$ cat config.mk
export PLATFORM = sky130hd
export DESIGN_NAME = button_press_classifier_flat
export DESIGN_NICKNAME = d
export VERILOG_FILES = /design/src/rtl/core/bpc_pkg.sv /design/src/rtl/core/bpc_if.sv /design/src/rtl/core/bpc_core.sv /design/src/rtl/core/button_press_classifier.sv /design/src/flat_wrapper.sv
export SDC_FILE = /design/constraint.sdc
export NUM_CORES = 1
export LEC_CHECK = 0
export BUFFER_PORTS_ARGS = -buffer_cell sky130_fd_sc_hd__buf_2
export CORE_UTILIZATION = 40
export DETAILED_ROUTE_END_ITERATION = 7
export PLACE_DENSITY = 0.54
export SLEW_MARGIN = 0
export SYNTH_ARGS = -nofsm -noshare
export SYNTH_HDL_FRONTEND = slang
export SYNTH_SLANG_ARGS = --single-unit
$ cat constraint.sdc
create_clock -name i_clk -period 10.6 [get_ports i_clk]
set_clock_uncertainty 0.1 [all_clocks]
set_input_delay 1.59 -clock i_clk [delete_from_list [all_inputs] [get_ports i_clk]]
set_output_delay 1.59 -clock i_clk [all_outputs]
set_load 0.01 [all_outputs]
$ cat src/rtl/core/bpc_pkg.sv
// Shared types and constants of the button press classifier.
package bpc_pkg;

    // Default width of the tick counters.
    localparam int COUNT_BITS_DEF = 16;

    // Configuration port geometry.
    localparam int CFG_IDX_W  = 3;
    localparam int CFG_DATA_W = 16;
    localparam int TICK_W     = 16;

    // Register indexes.
    localparam logic [CFG_IDX_W-1:0] REG_DEBOUNCE_TICKS   = 3'd0;
    localparam logic [CFG_IDX_W-1:0] REG_LONG_TICKS       = 3'd1;
    localparam logic [CFG_IDX_W-1:0] REG_VERY_LONG_TICKS  = 3'd2;
    localparam logic [CFG_IDX_W-1:0] REG_LONG_ENABLE      = 3'd3;
    localparam logic [CFG_IDX_W-1:0] REG_VERY_LONG_ENABLE = 3'd4;

    // Register reset values.
    localparam logic [TICK_W-1:0] DEBOUNCE_TICKS_RST  = 16'd20;
    localparam logic [TICK_W-1:0] LONG_TICKS_RST      = 16'd800;
    localparam logic [TICK_W-1:0] VERY_LONG_TICKS_RST = 16'd5000;

    typedef enum logic [1:0] {
        EV_SHORT        = 2'd0,
        EV_LONG         = 2'd1,
        EV_VERY_LONG    = 2'd2,
        EV_VERY_LONG_UP = 2'd3
    } t_event_kind;

    typedef struct packed {
        logic [TICK_W-1:0] debounce_ticks;
        logic [TICK_W-1:0] long_ticks;
        logic [TICK_W-1:0] very_long_ticks;
        logic              long_enable;
        logic              very_long_enable;
    } t_cfg;

    typedef struct packed {
        logic        valid;
        t_event_kind kind;
    } t_event;

endpackage

$ cat src/rtl/core/bpc_if.sv
// Handshake channel interfaces of the button press classifier.
interface bpc_in_if;
    logic valid;
    logic ready;
    logic raw_level;

    modport source (output valid, output raw_level, input ready);
    modport sink   (input valid, input raw_level, output ready);
endinterface

interface bpc_out_if;
    logic       valid;
    logic       ready;
    logic [1:0] event_kind;

    modport source (output valid, output event_kind, input ready);
    modport sink   (input valid, input event_kind, output ready);
endinterface

interface bpc_cfg_if;
    logic        valid;
    logic        ready;
    logic [2:0]  index;
    logic [15:0] wdata;

    modport source (output valid, output index, output wdata, input ready);
    modport sink   (input valid, input index, input wdata, output ready);
endinterface

$ cat src/rtl/core/bpc_core.sv
// Debounce and hold-time state with the per-tick event decision.
module bpc_core
    import bpc_pkg::*;
#(
    parameter int COUNT_BITS = COUNT_BITS_DEF
) (
    input  logic   i_clk,
    input  logic   i_rst_n,
    input  logic   i_step,
    input  logic   i_raw,
    input  t_cfg   i_cfg,
    output t_event o_evt
);

    localparam int CMP_W = (COUNT_BITS > TICK_W) ? COUNT_BITS : TICK_W;

    logic                  r_last_raw, n_last_raw;
    logic                  r_stable, n_stable;
    logic [COUNT_BITS-1:0] r_since, n_since;
    logic                  r_pressed, n_pressed;
    logic [COUNT_BITS-1:0] r_hold, n_hold;
    logic                  r_long_done, n_long_done;
    logic                  r_vl_done, n_vl_done;

    logic   take_level;
    logic   pressed_now;
    t_event evt;

    always_comb begin
        n_last_raw  = i_raw;
        n_stable    = r_stable;
        n_pressed   = r_pressed;
        n_hold      = r_hold;
        n_long_done = r_long_done;
        n_vl_done   = r_vl_done;
        pressed_now = 1'b0;
        evt.valid   = 1'b0;
        evt.kind    = EV_SHORT;

        // Restart the quiet-time count on any raw edge, saturate otherwise.
        if (i_raw != r_last_raw) begin
            n_since = '0;
        end else if (r_since == '1) begin
            n_since = r_since;
        end else begin
            n_since = r_since + COUNT_BITS'(1);
        end

        take_level = (CMP_W'(n_since) >= CMP_W'(i_cfg.debounce_ticks))
                     && (r_stable != i_raw);

        if (take_level) begin
            n_stable = i_raw;
            if (!i_raw) begin
                n_pressed   = 1'b1;
                pressed_now = 1'b1;
                n_hold      = '0;
            end else if (r_pressed) begin
                if (r_vl_done) begin
                    if (i_cfg.very_long_enable) begin
                        evt.valid = 1'b1;
                        evt.kind  = EV_VERY_LONG_UP;
                    end
                end else if (!r_long_done) begin
                    evt.valid = 1'b1;
                    evt.kind  = EV_SHORT;
                end
            end
            if (i_raw) begin
                n_pressed = 1'b0;
            end
            n_long_done = 1'b0;
            n_vl_done   = 1'b0;
        end

        if (n_pressed) begin
            if (!pressed_now && (r_hold != '1)) begin
                n_hold = r_hold + COUNT_BITS'(1);
            end
            // Very long wins a tie; long may follow on a later tick.
            if (!n_vl_done && i_cfg.very_long_enable &&
                (CMP_W'(n_hold) >= CMP_W'(i_cfg.very_long_ticks))) begin
                n_vl_done = 1'b1;
                evt.valid = 1'b1;
                evt.kind  = EV_VERY_LONG;
            end else if (!n_long_done && i_cfg.long_enable &&
                         (CMP_W'(n_hold) >= CMP_W'(i_cfg.long_ticks))) begin
                n_long_done = 1'b1;
                evt.valid   = 1'b1;
                evt.kind    = EV_LONG;
            end
        end
    end

    always_ff @(posedge i_clk) begin
        if (!i_rst_n) begin
            r_last_raw  <= 1'b1;
            r_stable    <= 1'b1;
            r_since     <= '0;
            r_pressed   <= 1'b0;
            r_hold      <= '0;
            r_long_done <= 1'b0;
            r_vl_done   <= 1'b0;
        end else if (i_step) begin
            r_last_raw  <= n_last_raw;
            r_stable    <= n_stable;
            r_since     <= n_since;
            r_pressed   <= n_pressed;
            r_hold      <= n_hold;
            r_long_done <= n_long_done;
            r_vl_done   <= n_vl_done;
        end
    end

    assign o_evt = evt;

endmodule

$ cat src/rtl/core/button_press_classifier.sv
// Top level of the button press classifier: channels, registers and result stage.
//
// Each request on i_in is one millisecond tick carrying the raw, active-low button
// pin. The block debounces the pin, times the hold and returns at most one event
// per tick on o_out: short press, long press, very long press or very long release.
// Ticks that cause no event return nothing. The block takes one tick per clock
// cycle: a tick lands in the input register, and when it advances the classifier
// state and the result register update together. The only limit on rate is the
// one-deep result register; while a shown event is not taken the input stage
// holds and stalls the source. Configuration writes on i_cfg are always taken and
// are meant for idle periods.
module button_press_classifier
    import bpc_pkg::*;
#(
    parameter int COUNT_BITS = COUNT_BITS_DEF
) (
    input  logic   i_clk,
    input  logic   i_rst_n,
    bpc_in_if.sink     i_in,
    bpc_out_if.source  o_out,
    bpc_cfg_if.sink    i_cfg
);

    // Configuration registers.
    t_cfg r_cfg;

    // Input stage.
    logic r_in_valid;
    logic r_in_raw;

    // Result stage.
    logic        r_out_valid;
    t_event_kind r_out_kind;

    logic   advance;
    t_event evt;

    // Move a held tick into the classifier when the result slot is free or draining.
    assign advance    = r_in_valid && (!r_out_valid || o_out.ready);
    assign i_in.ready = !r_in_valid || advance;
    assign i_cfg.ready = 1'b1;

    always_ff @(posedge i_clk) begin
        if (!i_rst_n) begin
            r_cfg.debounce_ticks   <= DEBOUNCE_TICKS_RST;
            r_cfg.long_ticks       <= LONG_TICKS_RST;
            r_cfg.very_long_ticks  <= VERY_LONG_TICKS_RST;
            r_cfg.long_enable      <= 1'b1;
            r_cfg.very_long_enable <= 1'b1;
        end else if (i_cfg.valid) begin
            // Drop writes to indexes past the register list.
            unique case (i_cfg.index)
                REG_DEBOUNCE_TICKS:   r_cfg.debounce_ticks   <= i_cfg.wdata;
                REG_LONG_TICKS:       r_cfg.long_ticks       <= i_cfg.wdata;
                REG_VERY_LONG_TICKS:  r_cfg.very_long_ticks  <= i_cfg.wdata;
                REG_LONG_ENABLE:      r_cfg.long_enable      <= i_cfg.wdata[0];
                REG_VERY_LONG_ENABLE: r_cfg.very_long_enable <= i_cfg.wdata[0];
                default: begin
                end
            endcase
        end
    end

    // Capture a tick whenever the input stage is free or moving on.
    always_ff @(posedge i_clk) begin
        if (!i_rst_n) begin
            r_in_valid <= 1'b0;
        end else if (i_in.ready) begin
            r_in_valid <= i_in.valid;
        end
    end

    always_ff @(posedge i_clk) begin
        if (i_in.valid && i_in.ready) begin
            r_in_raw <= i_in.raw_level;
        end
    end

    bpc_core #(
        .COUNT_BITS (COUNT_BITS)
    ) u_core (
        .i_clk   (i_clk),
        .i_rst_n (i_rst_n),
        .i_step  (advance),
        .i_raw   (r_in_raw),
        .i_cfg   (r_cfg),
        .o_evt   (evt)
    );

    // Clear the result slot once taken; load it when a tick yields an event.
    always_ff @(posedge i_clk) begin
        if (!i_rst_n) begin
            r_out_valid <= 1'b0;
        end else if (advance && evt.valid) begin
            r_out_valid <= 1'b1;
        end else if (o_out.ready) begin
            r_out_valid <= 1'b0;
        end
    end

    always_ff @(posedge i_clk) begin
        if (advance && evt.valid) begin
            r_out_kind <= evt.kind;
        end
    end

    assign o_out.valid      = r_out_valid;
    assign o_out.event_kind = r_out_kind;

    // A new event never overwrites one that is still waiting.
    a_no_overwrite: assert property (@(posedge i_clk) disable iff (!i_rst_n)
        (advance && evt.valid) |-> (!r_out_valid || o_out.ready))
        else $error("event would overwrite a pending result");

    // An empty input stage always takes a request.
    a_in_free_ready: assert property (@(posedge i_clk) disable iff (!i_rst_n)
        !r_in_valid |-> i_in.ready)
        else $error("input stage empty but not ready");

    // Long events only fire while long detection is enabled.
    a_long_enabled: assert property (@(posedge i_clk) disable iff (!i_rst_n)
        (advance && evt.valid && (evt.kind == EV_LONG)) |-> r_cfg.long_enable)
        else $error("long event while long detection is disabled");

    // Very long events only fire while very long detection is enabled.
    a_very_long_enabled: assert property (@(posedge i_clk) disable iff (!i_rst_n)
        (advance && evt.valid &&
         ((evt.kind == EV_VERY_LONG) || (evt.kind == EV_VERY_LONG_UP)))
        |-> r_cfg.very_long_enable)
        else $error("very long event while very long detection is disabled");

endmodule
$ cat src/flat_wrapper.sv
// flat-port wrapper written by rule: the top's interface ports become plain ports
module button_press_classifier_flat import bpc_pkg::*;
#(
    parameter int COUNT_BITS = COUNT_BITS_DEF
)
  (i_clk, i_rst_n, i_in_valid, i_in_raw_level, i_in_ready, o_out_valid, o_out_event_kind, o_out_ready, i_cfg_valid, i_cfg_index, i_cfg_wdata, i_cfg_ready);
  bpc_in_if i_in_i ();
  bpc_out_if o_out_i ();
  bpc_cfg_if i_cfg_i ();
  input  logic i_clk;
  input  logic i_rst_n;
  input wire logic [$bits(i_in_i.valid)-1:0] i_in_valid;
  input wire logic [$bits(i_in_i.raw_level)-1:0] i_in_raw_level;
  output wire logic [$bits(i_in_i.ready)-1:0] i_in_ready;
  output wire logic [$bits(o_out_i.valid)-1:0] o_out_valid;
  output wire logic [$bits(o_out_i.event_kind)-1:0] o_out_event_kind;
  input wire logic [$bits(o_out_i.ready)-1:0] o_out_ready;
  input wire logic [$bits(i_cfg_i.valid)-1:0] i_cfg_valid;
  input wire logic [$bits(i_cfg_i.index)-1:0] i_cfg_index;
  input wire logic [$bits(i_cfg_i.wdata)-1:0] i_cfg_wdata;
  output wire logic [$bits(i_cfg_i.ready)-1:0] i_cfg_ready;
  assign i_in_i.valid = i_in_valid;
  assign i_in_i.raw_level = i_in_raw_level;
  assign i_in_ready = i_in_i.ready;
  assign o_out_valid = o_out_i.valid;
  assign o_out_event_kind = o_out_i.event_kind;
  assign o_out_i.ready = o_out_ready;
  assign i_cfg_i.valid = i_cfg_valid;
  assign i_cfg_i.index = i_cfg_index;
  assign i_cfg_i.wdata = i_cfg_wdata;
  assign i_cfg_ready = i_cfg_i.ready;
  button_press_classifier #(.COUNT_BITS(COUNT_BITS)) u_core (.i_clk(i_clk), .i_rst_n(i_rst_n), .i_in(i_in_i), .o_out(o_out_i), .i_cfg(i_cfg_i));
endmodule
==> run summary <==
Synth top area cells = dfxtp_1, ha_1, nand2_1
Post-layout power = 0.000759 W
Synthesized flop and latch total = 92
Post-Synthesis Cell Area = 0.00566 sq mm
Final Worst Setup Slack = 4.34 ns
Die area = 0.0146 sq mm
Detailed Place HPWL = 11.2 mm
Initial antenna violation count = 0
Overall Global Routing Usage = 21.8%
Vias per std cell = 5.39
Place WS = 4.40 ns
Post-CTS Setup Inserts = 0
Critical-path top delay cell = a31oi_1
Die H = 121 um
Max Cap Viol = 0
Chip Width = 121 um
Worst-path fanout max = 15
CP required = 10.56 ns
Fin. Hold Viols = 0
Worst-Margin Slew = 1.22 ns
Upper clock frequency limit = 160 MHz
Antenna Nets Post-Route = 0
Top Ports = 30
Netlist cell types = 62
GPL Wtd Cong = 0.848
Hold WS = 0.356 ns
Post-Syn Instances = 736
CTS resizes = 0
Grt ovf = 0
Peak supply drop = 0.0991 mV
Yosys top cell area share = 31.5%
Fraction of registers with async set/reset = 0%
Post-route DRC = 0
Mapped Avg Cell Area = 7.69 sq um
Crit-path cells = ha_1 -> and4_1 -> nand4_1 -> o2111ai_1 -> nor2_1 -> xnor2_1 -> nor2_1 -> ha_1 -> nand4_1 -> nor4_1 -> o31ai_1 -> a31oi_1 -> nor3_1 -> ha_1 -> a211oi_1 -> nor2_1 -> a211o_1 -> a211oi_1 -> a211o_1 -> nand2b_1 -> a31oi_1
Worst hold path class = reg -> reg
WL final = 14.9 mm
Syn. warnings = 0
Crit path largest cell delay = 0.94 ns
Clock Tree Root = clkbuf_16
CTS tree = done
Psw = 0.000189 W
Critical path class = reg -> reg
Clock period minus worst slack = 6.26 ns
Outcome = complete, no violations
Share of post-route cells with drive strength above 1 = 8.11%
CTS max path bufs = 2
Type of origin of the critical path = flop
Crit. End Element = flop
Clk Latency, worst-skew pair = 0.35 ns
Largest net degree at the start of global routing = 72
Syn-to-layout area delta = 9.77%
P per Cell Area = 122 mW/mm^2
Cell accounting for the most synthesized area = dfxtp_1
Row cnt = 43
Port bufs = 28
CP Launch Point = u_core.u_core.r_since[0]$_SDFFE_PN0P_
Clock sink total = 92
Combinational Power Share = 7.9%
Int Power = 0.000571 W
HP Start = u_core.r_cfg[22]$_SDFFE_PN0P_
Sequential area share after synthesis = 33.1%
RSZ-0062 raised after global routing = false
Slew Viols, Final = 0
Tcrit/Tclk final = 59.0%
Cts bufs inserted = 9
Layout fillers = 1374
Syn Nets = 811
Net Sw Frac = 24.8%
Hold-fix buffers, CTS = 0
CTS clk-pin slew, worst paths = 0.07 ns
Static leakage = 2.48 nW
Via count = 5025
Part of the power in registers = 47.1%
Worst reg2reg startpoint = u_core.u_core.r_since[0]$_SDFFE_PN0P_
Drt pass-1 iters = 4
Final TNS setup = 0 ns
Final setup vio count = 0
Post-synth EDFFs = 3
H-tree Lvls = 3
Vias in the first global route = 4785
Slew HR = 18.6%
1st-iter DRT viols = 283
Avg WL per Cell = 16.0 um
Antenna cells = 0
Starting Density = 40.9%
Arr. time, crit path = 6.22 ns
Final layout net count = 822
Final core occ = 44.9%
Clock network power share = 45.0%
Core box area = 0.0138 sq mm
Global-route wire length before repair = 24.7 mm
Most used DFF post-synth = dfxtp_1
registers in the layout (all words and copies together) (netlist names):
| name | count |
|---|---|
| u_core.r_cfg | 50 |
| u_core.u_core.r_hold | 16 |
| u_core.u_core.r_since | 16 |
| u_core.o_out.event_kind | 2 |
| u_core.o_out.valid | 1 |
| u_core.r_in_raw | 1 |
| u_core.r_in_valid | 1 |
| u_core.u_core.r_last_raw | 1 |
| u_core.u_core.r_long_done | 1 |
| u_core.u_core.r_pressed | 1 |
| u_core.u_core.r_stable | 1 |
| u_core.u_core.r_vl_done | 1 |
area by class of cell:
class                   instances  area (sq um)  share of cell area [%]
multi-input cells             559          3440                    55.3
repair buffers                 31           163                    2.62
well taps                     180           225                    3.62
clock buffers                  12           258                    4.15
inverters                      54           203                    3.26
clock inverters                 4          55.1                   0.886
flip-flops and latches         92          1870                    30.1
stage by stage:
stage                     cells  area, sq um
final                       932         6210
after global routing        932         6210
after detailed placement    916         5900
after CTS                   932         6210
after global placement      916         5900
after floorplan             736         5660
routing by layer:
layer	vias up	global-route usage, %	share of wire (%)
met1	2299	31.0	50
met4	0	9.57	3.0
met2	127	32.5	42
met5	-	0	0
met3	25	3.48	4.5
li1	2574	-	-
kinds of logic (layout without fill, tap and decap cells):
| family | Yosys count | in the layout | share of synthesized area, % |
|---|---|---|---|
| adders and majority gates | 50 | 50 | 11.0 |
| xor gates and xnor gates | 21 | 21 | 3.25 |
| AOI/OAI and AO/OA | 155 | 155 | 17.3 |
| other | 1 | 1 | 0.0662 |
| muxes | 18 | 18 | 3.25 |
| DFF | 92 | 92 | 33.1 |
| and+or+nand+nor | 314 | 314 | 25.9 |
| buffers and inverters | 85 | 101 | 6.19 |
Yosys cell counts (7+ instances only):
cell	number
nand2_1	144
dfxtp_1	89
a21oi_1	73
nor2_1	57
inv_1	53
ha_1	50
nand3_1	25
clkbuf_1	21
o21ai_0	20
nor3_1	16
mux2i_1	15
nand4_1	15
xor2_1	14
o211ai_1	13
a31oi_1	8
and2_1	8
and3_1	8
o31ai_1	7
or3_1	7
xnor2_1	7
final timing paths:
| check | end | slack [ns] | cells after the start |
|---|---|---|---|
| min reg2reg | u_core.r_cfg[22]$_SDFFE_PN0P_ | 0.36 | 2 |
| max reg2reg | u_core.o_out.event_kind[0]$_DFFE_PP_ | 4.34 | 21 |
| max | u_core.o_out.event_kind[0]$_DFFE_PP_ | 4.34 | 21 |
| min | u_core.r_cfg[22]$_SDFFE_PN0P_ | 0.36 | 2 |
worst max-delay path, delay by kind of cell (launching register included):
family / cells / cell delay (ns)
AOI/OAI and AO/OA: 8 / 2.81
xor gates and xnor gates: 1 / 0.19
adders and majority gates: 3 / 0.89
DFF: 1 / 0.39
and+or+nand+nor: 9 / 1.59
power by group through the flow:
stage	clock network, W	logic [W]	registers, W
after CTS	0.000348	0.0000599	0.000358
after global placement	0	0.0000593	0.000365
after floorplan	0	0.0000394	0.000364
final	0.000342	0.0000597	0.000358
after global routing	0.000364	0.0000666	0.000358
after detailed placement	0	0.0000597	0.000366
cells in the final DEF, fill, tap and decap left out, types with 3 or more instances in the layout:
cell / Yosys / routed
a211oi_1: 4 / 4
a21oi_1: 73 / 73
nand4_1: 15 / 15
nor2_1: 57 / 57
mux2_1: 3 / 3
a21o_1: 3 / 3
and4_1: 5 / 5
nand2_1: 144 / 144
ha_1: 50 / 50
o21ai_0: 20 / 20
nor2b_1: 4 / 4
edfxtp_1: 3 / 3
mux2i_1: 15 / 15
xnor2_1: 7 / 7
clkbuf_16: 0 / 10
nor4_1: 4 / 4
nand2b_1: 6 / 6
a31oi_1: 8 / 8
xor2_1: 14 / 14
and2_1: 8 / 8
inv_1: 53 / 53
o31ai_1: 7 / 7
or3_1: 7 / 7
o21a_1: 4 / 4
a211o_1: 3 / 3
o211a_1: 4 / 4
and3_1: 8 / 8
o211ai_1: 13 / 13
nor3_1: 16 / 16
dfxtp_1: 89 / 89
nand3_1: 25 / 25
buf_2: 1 / 28
buf_4: 2 / 3
Power figures use the tool's default switching activity.
